**config.mk**
```make
export PLATFORM = sky130hd
export DESIGN_NAME = usb_ep0_standard_request_handler_unit
export DESIGN_NICKNAME = d
export VERILOG_FILES = /design/src/hw/rtl/usb_ep0_pkg.sv /design/src/hw/rtl/usb_ep0_standard_request_handler_unit.sv
export SDC_FILE = /design/constraint.sdc
export NUM_CORES = 1
export LEC_CHECK = 0
export BUFFER_PORTS_ARGS = -buffer_cell sky130_fd_sc_hd__buf_2
export CAP_MARGIN = 30
export CELL_PAD_IN_SITES_DETAIL_PLACEMENT = 0
export CELL_PAD_IN_SITES_GLOBAL_PLACEMENT = 2
export CORE_ASPECT_RATIO = 1.5
export CORE_MARGIN = 2
export CORE_UTILIZATION = 35
export CTS_CLUSTER_SIZE = 28
export DETAILED_ROUTE_END_ITERATION = 8
export PLACE_DENSITY = 0.75
export SYNTH_ARGS = -nofsm -noshare
export SYNTH_HDL_FRONTEND = slang
export SYNTH_SLANG_ARGS = --single-unit
```
**constraint.sdc**
```tcl
create_clock -name clk_i -period 2.95 [get_ports clk_i]
set_clock_uncertainty 0.1 [all_clocks]
set_input_delay 0 -clock clk_i [delete_from_list [all_inputs] [get_ports clk_i]]
set_output_delay 0 -clock clk_i [all_outputs]
set_load 0.005 [all_outputs]
```
**src/hw/rtl/usb_ep0_pkg.sv**
```systemverilog
package usb_ep0_pkg;

  localparam int unsigned CmdW     = 2;
  localparam int unsigned ActW     = 3;
  localparam int unsigned StateW   = 3;
  localparam int unsigned AddrW    = 7;
  localparam int unsigned LenW     = 16;
  localparam int unsigned CfgIdxW  = 3;
  localparam int unsigned CfgDataW = 16;
  localparam int unsigned InDataW  = 48;
  localparam int unsigned OutDataW = 32;
  localparam int unsigned NumStr   = 4;

  typedef enum logic [CmdW-1:0] {
    CMD_BUS_RESET = 2'd0,
    CMD_SETUP     = 2'd1,
    CMD_IN_DONE   = 2'd2
  } cmd_e;

  typedef enum logic [ActW-1:0] {
    ACT_NONE  = 3'd0,
    ACT_DEV   = 3'd1,
    ACT_CFG   = 3'd2,
    ACT_STR   = 3'd3,
    ACT_ZLP   = 3'd4,
    ACT_STALL = 3'd5
  } action_e;

  typedef enum logic [StateW-1:0] {
    ST_DEFAULT      = 3'd0,
    ST_ADDR_PENDING = 3'd1,
    ST_ADDRESSED    = 3'd2,
    ST_CFG_FETCHED  = 3'd3,
    ST_CONFIGURED   = 3'd4
  } dev_state_e;

  typedef enum logic [CfgIdxW-1:0] {
    REG_DEV_LEN  = 3'd0,
    REG_CFG_LEN  = 3'd1,
    REG_STR_CNT  = 3'd2,
    REG_STR0_LEN = 3'd3,
    REG_STR1_LEN = 3'd4,
    REG_STR2_LEN = 3'd5,
    REG_STR3_LEN = 3'd6
  } cfg_reg_e;

  localparam logic [7:0] REQ_DEV_TO_HOST = 8'h80;
  localparam logic [7:0] REQ_HOST_TO_DEV = 8'h00;
  localparam logic [7:0] REQ_SET_ADDRESS = 8'h05;
  localparam logic [7:0] REQ_GET_DESC    = 8'h06;
  localparam logic [7:0] REQ_SET_CONFIG  = 8'h09;

  localparam logic [7:0] DESC_DEVICE = 8'h01;
  localparam logic [7:0] DESC_CONFIG = 8'h02;
  localparam logic [7:0] DESC_STRING = 8'h03;

  typedef struct packed {
    logic [LenW-1:0] request_length;
    logic [15:0]     request_value;
    logic [7:0]      request_code;
    logic [7:0]      request_type;
  } req_t;

  typedef struct packed {
    logic [1:0]       pad;
    dev_state_e       dev_state;
    logic [AddrW-1:0] device_address;
    logic             address_write;
    logic             enable_bulk_endpoint;
    logic [LenW-1:0]  transfer_length;
    logic [1:0]       descriptor_index;
  } rsp_t;

endpackage

```
**src/hw/rtl/usb_ep0_standard_request_handler_unit.sv**
```systemverilog
// Channel  | Dir | tuser          | tdata (low bit up)
// s_axis   | in  | command[1:0]   | request_type, request_code, request_value, request_length
// m_axis   | out | action[2:0]    | descriptor_index, transfer_length, enable_bulk_endpoint,
//          |     |                | address_write, device_address, dev_state, 2'b0
// cfg      | in  | -              | cfg_idx_i selects register, cfg_data_i holds value
//
// Input register, then decode and state update into the result register. One event
// per cycle sustained while m_axis is ready.
// Device state and addresses update as the event leaves the input register.
// Stall on m_axis backs up through both registers to s_axis_tready.
// Reset clears state, addresses and valids and loads default descriptor lengths and string count.
module usb_ep0_standard_request_handler_unit (
  input  logic                                clk_i,
  input  logic                                rst_ni,
  input  logic                                s_axis_tvalid,
  output logic                                s_axis_tready,
  input  logic [usb_ep0_pkg::InDataW-1:0]     s_axis_tdata,  // type, code, value, length
  input  logic [usb_ep0_pkg::CmdW-1:0]        s_axis_tuser,  // command
  output logic                                m_axis_tvalid,
  input  logic                                m_axis_tready,
  output logic [usb_ep0_pkg::OutDataW-1:0]    m_axis_tdata,  // didx, len, bulk, awr, addr, state
  output logic [usb_ep0_pkg::ActW-1:0]        m_axis_tuser,  // action
  input  logic                                cfg_we_i,
  input  logic [usb_ep0_pkg::CfgIdxW-1:0]     cfg_idx_i,
  input  logic [usb_ep0_pkg::CfgDataW-1:0]    cfg_data_i
);
  import usb_ep0_pkg::*;

  logic [7:0]      dev_len_q;
  logic [LenW-1:0] cfg_len_q;
  logic [2:0]      str_cnt_q;
  logic [7:0]      str_len_q [NumStr];

  logic            in_vld_q;
  req_t            req_q;
  logic [CmdW-1:0] cmd_q;

  logic            out_vld_q;
  rsp_t            rsp_q, rsp_d;
  action_e         act_q, act_d;

  dev_state_e       state_q, state_d;
  logic [AddrW-1:0] pend_addr_q, pend_addr_d;
  logic [AddrW-1:0] appl_addr_q, appl_addr_d;

  logic out_adv, in_adv;

  assign out_adv       = in_vld_q && (!out_vld_q || m_axis_tready);
  assign in_adv        = !in_vld_q || out_adv;
  assign s_axis_tready = in_adv;

  always_ff @(posedge clk_i or negedge rst_ni) begin
    if (!rst_ni) begin
      dev_len_q    <= 8'd18;
      cfg_len_q    <= 16'd32;
      str_cnt_q    <= 3'd4;
      str_len_q[0] <= 8'd4;
      str_len_q[1] <= 8'd10;
      str_len_q[2] <= 8'd14;
      str_len_q[3] <= 8'd8;
    end else if (cfg_we_i) begin
      case (cfg_reg_e'(cfg_idx_i))
        REG_DEV_LEN:  dev_len_q    <= cfg_data_i[7:0];
        REG_CFG_LEN:  cfg_len_q    <= cfg_data_i;
        REG_STR_CNT:  str_cnt_q    <= cfg_data_i[2:0];
        REG_STR0_LEN: str_len_q[0] <= cfg_data_i[7:0];
        REG_STR1_LEN: str_len_q[1] <= cfg_data_i[7:0];
        REG_STR2_LEN: str_len_q[2] <= cfg_data_i[7:0];
        REG_STR3_LEN: str_len_q[3] <= cfg_data_i[7:0];
        default: ;
      endcase
    end
  end

  always_ff @(posedge clk_i or negedge rst_ni) begin
    if (!rst_ni) begin
      in_vld_q <= 1'b0;
    end else if (in_adv) begin
      in_vld_q <= s_axis_tvalid;
    end
  end

  always_ff @(posedge clk_i) begin
    if (in_adv && s_axis_tvalid) begin
      req_q <= req_t'(s_axis_tdata);
      cmd_q <= s_axis_tuser;
    end
  end

  // decode of the registered event
  logic       is_get_desc, is_set_addr, is_set_cfg;
  logic [7:0] dtype, sidx;
  logic [2:0] str_lim;
  logic       str_ok;
  logic [7:0] str_len;

  assign is_get_desc = (req_q.request_type == REQ_DEV_TO_HOST) &&
                       (req_q.request_code == REQ_GET_DESC);
  assign is_set_addr = (req_q.request_type == REQ_HOST_TO_DEV) &&
                       (req_q.request_code == REQ_SET_ADDRESS);
  assign is_set_cfg  = (req_q.request_type == REQ_HOST_TO_DEV) &&
                       (req_q.request_code == REQ_SET_CONFIG);
  assign dtype   = req_q.request_value[15:8];
  assign sidx    = req_q.request_value[7:0];
  assign str_lim = (str_cnt_q > 3'(NumStr)) ? 3'(NumStr) : str_cnt_q;
  assign str_ok  = sidx < {5'd0, str_lim};
  assign str_len = str_len_q[sidx[1:0]];

  // next state
  always_comb begin
    state_d     = state_q;
    pend_addr_d = pend_addr_q;
    appl_addr_d = appl_addr_q;
    case (cmd_e'(cmd_q))
      CMD_BUS_RESET: state_d = ST_DEFAULT;
      CMD_SETUP: begin
        if (!is_get_desc && is_set_addr) begin
          pend_addr_d = req_q.request_value[AddrW-1:0];
          state_d     = ST_ADDR_PENDING;
        end else if (!is_get_desc && is_set_cfg) begin
          state_d = ST_CONFIGURED;
        end
      end
      CMD_IN_DONE: begin
        if (state_q == ST_ADDR_PENDING) begin
          appl_addr_d = pend_addr_q;
          state_d     = ST_ADDRESSED;
        end else if (state_q == ST_ADDRESSED) begin
          state_d = ST_CFG_FETCHED;
        end
      end
      default: ;
    endcase
  end

  // result fields
  always_comb begin
    act_d = ACT_NONE;
    rsp_d = '0;
    case (cmd_e'(cmd_q))
      CMD_SETUP: begin
        if (is_get_desc) begin
          if (dtype == DESC_DEVICE) begin
            act_d                 = ACT_DEV;
            rsp_d.transfer_length = {8'd0, dev_len_q};
          end else if (dtype == DESC_CONFIG) begin
            act_d                 = ACT_CFG;
            rsp_d.transfer_length = (req_q.request_length < cfg_len_q) ?
                                    req_q.request_length : cfg_len_q;
          end else if (dtype == DESC_STRING && str_ok) begin
            act_d                  = ACT_STR;
            rsp_d.descriptor_index = sidx[1:0];
            rsp_d.transfer_length  = (req_q.request_length < {8'd0, str_len}) ?
                                     req_q.request_length : {8'd0, str_len};
          end else begin
            act_d = ACT_STALL;
          end
        end else if (is_set_addr) begin
          act_d = ACT_ZLP;
        end else if (is_set_cfg) begin
          act_d                      = ACT_ZLP;
          rsp_d.enable_bulk_endpoint = 1'b1;
        end else begin
          act_d = ACT_STALL;
        end
      end
      CMD_IN_DONE: rsp_d.address_write = (state_q == ST_ADDR_PENDING);
      default: ;
    endcase
    rsp_d.device_address = appl_addr_d;
    rsp_d.dev_state      = state_d;
  end

  always_ff @(posedge clk_i or negedge rst_ni) begin
    if (!rst_ni) begin
      state_q     <= ST_DEFAULT;
      pend_addr_q <= '0;
      appl_addr_q <= '0;
      out_vld_q   <= 1'b0;
    end else begin
      if (out_adv) begin
        state_q     <= state_d;
        pend_addr_q <= pend_addr_d;
        appl_addr_q <= appl_addr_d;
        out_vld_q   <= 1'b1;
      end else if (m_axis_tready) begin
        out_vld_q <= 1'b0;
      end
    end
  end

  always_ff @(posedge clk_i) begin
    if (out_adv) begin
      rsp_q <= rsp_d;
      act_q <= act_d;
    end
  end

  assign m_axis_tvalid = out_vld_q;
  assign m_axis_tdata  = rsp_q;
  assign m_axis_tuser  = act_q;

endmodule

```
==> results of run 1 <==
-- final cells by class --
cell class,count,area (um^2)
antenna,1,2.50
clock buffer,19,454
clock inverter,13,126
fill,1789,10300
inverter,26,97.6
multi-input combinational,303,2500
sequential,161,4460
tap,260,325
timing repair buffer,203,1470
-- flip-flops by register name, indices dropped and copies added, names as in the netlist --
name,cells
req_q,40
str_len_q,32
m_axis_tdata,30
cfg_len_q,16
dev_len_q,8
dtype,8
appl_addr_q,7
pend_addr_q,7
m_axis_tuser,3
state_q,3
str_cnt_q,3
cmd_q,2
in_vld_q,1
m_axis_tvalid,1
-- repair_timing --
item                                    in CTS  in global routing
buffers inserted                             0                  5
hold buffers                                72                  0
pin swaps                                    0                 10
resized for setup                            1                 15
endpoints found under the setup margin       1                 12
endpoints found under the hold margin      183                  0
gates cloned                                 0                  0
-- power breakdown --
part	internal (mW)	leakage (nW)	total, mW	switching (mW)
Combinational	0.501	1.91	0.939	0.438
Sequential	2.66	1.76	2.79	0.132
Clock	1.23	0.279	2.18	0.953
Total	4.39	3.96	5.91	1.52
-- cells in the final DEF (no fill, tap or decap), types with 19 or more instances in the layout --
| cell type | synthesis | final |
|---|---|---|
| buf_2 | 2 | 107 |
| edfxtp_1 | 83 | 83 |
| dlygate4sd3_1 | 0 | 72 |
| dfrtp_1 | 67 | 67 |
| mux2_2 | 60 | 60 |
| nand2_1 | 59 | 59 |
| nor2_1 | 21 | 21 |
| inv_1 | 25 | 20 |
| ha_1 | 24 | 20 |
| buf_4 | 2 | 20 |
| o21ai_0 | 19 | 19 |
-- metrics by stage --
step / utilization [%] / worst slack (ns)
6_report: 47.7 / 0.120
5_1_grt: 47.7 / -0.0231
4_1_cts: 47.1 / 0.0209
3_5_place_dp: 40.5 / 0.0108
3_3_place_gp: 40.5 / 0.0362
2_1_floorplan: - / 0.0121
-- how the worst min path moves through the flow --
stage / startpoint / end
4_1_cts: cfg_idx_i[0] / str_cnt_q[1]
6_report: rst_ni / str_len_q[28]
2_1_floorplan: rst_ni / appl_addr_q[0]
3_5_place_dp: rst_ni / str_len_q[29]
5_1_grt: cfg_idx_i[0] / str_cnt_q[1]
3_3_place_gp: rst_ni / str_len_q[29]
-- routing by layer --
metal	global-route usage, %	vias to the layer above	routed length (um)
met5	0	-	0
met1	18.0	2384	6720
met2	30.0	83	9260
li1	-	2275	-
met4	6.08	0	230
met3	3.02	16	381
-- kinds of logic after synthesis --
kind of cell	after synthesis	share of synthesized area, %
compound gates	60	5.96
fa+ha+maj	24	4.26
buf+inv	39	2.43
flops	161	63.2
mux	87	14.8
other cells	1	0.0532
simple gates	130	9.21
==> out/metrics.cfg, run 1 <==
[run_status]
status=finished clean

[setup_path]
slowest_stage=mux4_2
critPathBufInv=3
end_kind=register
cp_top_family=compound AO/OA/AOI/OAI gates
r2r_end=m_axis_tdata[7]
crit_path_frequent_cell=a21oi_2
cp.arrival_ns=2.88
cpPeakStageDelay_ns=0.53
cp_max_fo=7
reg2reg_depth=11
crit_chain=buf_6 -> mux4_2 -> inv_2 -> ha_4 -> a21oi_2 -> a21oi_2 -> a211o_1 -> a21oi_4 -> buf_12 -> mux2i_1 -> o221ai_1
crit_path_start=req_q[16]
r2r_start=req_q[16]
start_kind=register
rrSetupSlack_ns=0.12
crit_path_end=m_axis_tdata[7]
crit_cells=11
criticalPathCategory=reg2reg
required_ns=2.99

[final_layout]
final_cells=986
nets=810
synthToLayoutAreaGrowth_pct=33.9
drive_above_1_share_pct=36.7
fin_area_um2=9440

[sta]
max-slew-margin-rel_pct=33.1
tightestPinTransition_ns=0.998
rsz0062_at_grt=yes
slew_violations=0
hold_violations=0
fmax_ghz=0.353
setup-tns-final_ns=0
hold_ws_ns=0.0130
period_needed_ns=2.83
finalSetupViolCount=0
fin_crit_sh_pct=95.9

[drt]
remaining_drc_errors=0
drt-vias-per-instance=4.83
drt_iter0_markers=213
totalWireLength_mm=16.6
wl_per_cell_um=16.8
vias=4758
antenna_left=0
drtPass1Iterations=4

[clocking]
cts_tree=yes
numCtsBuffers=17
clk_pin_slew_ns=0.07
clk_latency_ns=0.42
cts-root-buf=clkbuf_16
cts_buffer_depth=2
htreeDepth=4
cts_sinks=161

[synthesis]
seq_area_frac_synth_pct=63.2
synth_area_leaders=edfxtp_1 35%, dfrtp_1 24%, mux2_2 9.6%
synth.avg_cell_area_um2=14.0
yosysTopAreaCellShare_pct=35.4
synth_cell_type_count=55
yosysWarnings=0
synth_most_common_cell=edfxtp_1
synth_seq_cells=161
synth_cells=502
synth_edf_count=83
async_flop_share_pct=48.4
yosys.area.top_type=edfxtp_1
ys_top_cells_by_count=83 x edfxtp_1, 67 x dfrtp_1, 60 x mux2_2
ys.flop_type=edfxtp_1
synth_area_um2=7050

[place]
io_buffers=108
dp_hpwl_mm=11.9
post-place-cells=877
placed_area_um2=8020
gp_congestion=0.766

[hold_path]
min_path_type=in2async

[power_and_ir_drop]
total_power_mw=5.91
pwr_density_cell_nw_per_um2=626
ir_drop_v=0.000298
power.leakage_nw=3.96

[floorplan]
die_y_um=178
initial_utilization_pct=35.6
dieArea_um2=21300
core_um2=19800
fp-row-count=63
pin_count=111
die_w_um=120

[global_route]
grt_first_pass_wirelength_mm=26.0
grt_start_max_net_pins=45
grt-ovfl-total=0
antenna_found_initial=0
grt_use_total_pct=16.1
grt_pass1_vias=5045

[flow_run]
maxCapViolCount=0

No activity file was read; power rests on OpenSTA's default activity.
==> run 2: changes to the inputs <==
Settings changed: CORE_UTILIZATION 35 to 42, PLACE_DENSITY 0.75 to 0.84.
Clock period 2.95 ns to 3.5 ns, I/O delays scaled along.
==> run 2 against run 1 <==
  * Wire length down 1.8%
  * Sequential power down 15%
  * Cell count down 6.2%
  * Fmax down 11%
  * Flip-flop and latch count unchanged
  * Power down 16%
  * Die area down 16%
==> out/metrics.cfg, run 2 (same netlist as run 1, synthesis figures left out) <==
[sta]
slew_violations=0  ; unchanged
finalSetupViolCount=0  ; unchanged
max-slew-margin-rel_pct=36.3  ; +3.2 points
fin_crit_sh_pct=91.1  ; -4.9 points
setup-tns-final_ns=0  ; unchanged
fmax_ghz=0.314  ; -11%
hold_violations=0  ; unchanged
tightestPinTransition_ns=0.951  ; -0.0472 ns
rsz0062_at_grt=no
period_needed_ns=3.19  ; +0.357 ns

[final_layout]
fin_util_pct=55.5  ; +7.8 points
seq_area_um2=4460  ; unchanged
mostFrequentLayoutCell=buf_2
multi_input_area_um2=2430  ; -2.9%
fill_cells=1391  ; -22%
final_cell_mix=107 x buf_2, 83 x edfxtp_1, 74 x dlygate4sd3_1
final_cells=925  ; -6.2%
regMostFlops=req_q
fin_area_um2=9230  ; -2.2%
largest_reg_flops=40  ; unchanged
synthToLayoutAreaGrowth_pct=30.9
diodes=0  ; -1
drive_above_1_share_pct=33.6  ; -3.1 points
nets=800  ; -1.2%

[drt]
drt-vias-per-instance=5.13  ; +6.3%
totalWireLength_mm=16.3  ; -1.8%
drtPass1Iterations=5  ; +1
remaining_drc_errors=0  ; unchanged
drt_iter0_markers=157  ; -26%
wl_per_cell_um=17.6  ; +4.7%
antenna_left=0  ; unchanged
vias=4743  ; -0.32%

[global_route]
grt_start_max_net_pins=70  ; +56%
grt_use_total_pct=19.5  ; +3.5 points
grt_pass1_vias=5093  ; +0.95%
grt-ovfl-total=0  ; unchanged
antenna_found_initial=0  ; unchanged
grt_first_pass_wirelength_mm=25.9  ; -0.29%

[power_and_ir_drop]
power.leakage_nw=3.91  ; -1.3%
ir_drop_v=0.000297  ; about the same
p_comb_share_pct=14.6  ; -1.3 points
internal_power_mw=3.75  ; -15%
clock_power_share_pct=37.8  ; +0.9 points
total_power_mw=4.96  ; -16%
pwr_density_cell_nw_per_um2=537  ; -14%
switchingPower_mw=1.21  ; -21%
seq_power_share_pct=47.6  ; +0.4 points
switching_share_pct=24.4  ; -1.4 points

[place]
dp_hpwl_mm=11.5  ; -4.1%
io_buffers=108  ; unchanged
gp_congestion=0.840  ; +9.7%
placed_area_um2=7900  ; -1.6%
post-place-cells=819  ; -6.6%

[clocking]
cts_tree=yes
ctsHoldBuffers=74  ; +2.8%
cts_setup_buffers=0  ; unchanged
cts-root-buf=clkbuf_16
htreeDepth=4  ; unchanged
cts-resized-gates=0  ; -1
clk_pin_slew_ns=0.07  ; about the same
cts_buffer_depth=2  ; unchanged
clk_latency_ns=0.43  ; about the same
cts_sinks=161  ; unchanged
numCtsBuffers=17  ; unchanged

[floorplan]
core_um2=16600  ; -16%
fp-row-count=58  ; -7.9%
initial_utilization_pct=42.4  ; +6.8 points
die_y_um=163  ; -8.5%
pin_count=111  ; unchanged
die_w_um=110  ; -8.4%
dieArea_um2=17900  ; -16%

[setup_path]
reg2reg_depth=10  ; -1
criticalPathCategory=reg2reg
r2r_start=req_q[16]
cp_top_family=compound AO/OA/AOI/OAI gates
cp_max_fo=9  ; +2
rrSetupSlack_ns=0.31  ; +0.19 ns
cpPeakStageDelay_ns=0.66  ; +0.13 ns
end_kind=register
slowest_stage=edfxtp_1
cp.arrival_ns=3.25  ; +0.37 ns
critPathBufInv=2  ; -1
crit_chain=mux4_2 -> inv_1 -> ha_1 -> a21oi_1 -> nand2_1 -> a211o_1 -> a21oi_2 -> buf_4 -> mux2i_1 -> o221ai_1
start_kind=register
r2r_end=m_axis_tdata[8]
required_ns=3.56  ; +0.57 ns

[flow_run]
maxCapViolCount=0  ; unchanged

[hold_path]
min_path_type=in2async

[run_status]
status=finished clean

-- run 2: final cells by class --
| type | instances | area share (%) |
|---|---|---|
| repair buffers | 193 | 15.0 |
| multi-input cells | 303 | 26.3 |
| clock inverters | 12 | 1.71 |
| inverters | 26 | 1.06 |
| clock buffers | 20 | 4.73 |
| well taps | 210 | 2.85 |
| flip-flops and latches | 161 | 48.3 |
-- run 2: worst max-delay path by stage --
stage,startpoint,to,slack [ns],cells past startpoint
final,req_q[16],m_axis_tdata[8],0.31,10
after global routing,req_q[16],m_axis_tdata[5],0.11,10
after CTS,req_q[16],m_axis_tdata[8],0.29,10
after detailed placement,req_q[16],m_axis_tdata[8],0.32,10
after global placement,req_q[16],m_axis_tdata[7],0.40,10
after floorplan,req_q[16],m_axis_tdata[3],0.56,10
-- run 2: power groups by stage --
stage | logic, mW | registers (mW) | clock network (mW)
4_1_cts | 0.736 | 2.36 | 1.92
5_1_grt | 0.813 | 2.38 | 1.99
6_report | 0.724 | 2.36 | 1.87
3_3_place_gp | 0.640 | 2.39 | 0
3_5_place_dp | 0.663 | 2.40 | 0
2_1_floorplan | 0.457 | 2.35 | 0
-- run 2: tightest hold or removal path: stages --
cell and delay (ns):
dlygate4sd3_1 0.53, buf_4 0.14, buf_16 0.30
-- run 2: through the flow --
step	hold WS (ns)	setup slack (ns)
detailed placement	-0.247	0.315
finish	0.0348	0.313
CTS	0.0215	0.294
global route	0.0550	0.110
global placement	0.0781	0.401
floorplan	-0.396	0.562
-- run 2: metal layers --
metal	up-vias	GRT usage, %	share of wire, %
li1	2248	-	-
met2	99	34.8	56
met5	-	0	0
met4	0	7.71	1.2
met3	12	3.88	3.4
met1	2384	22.6	40
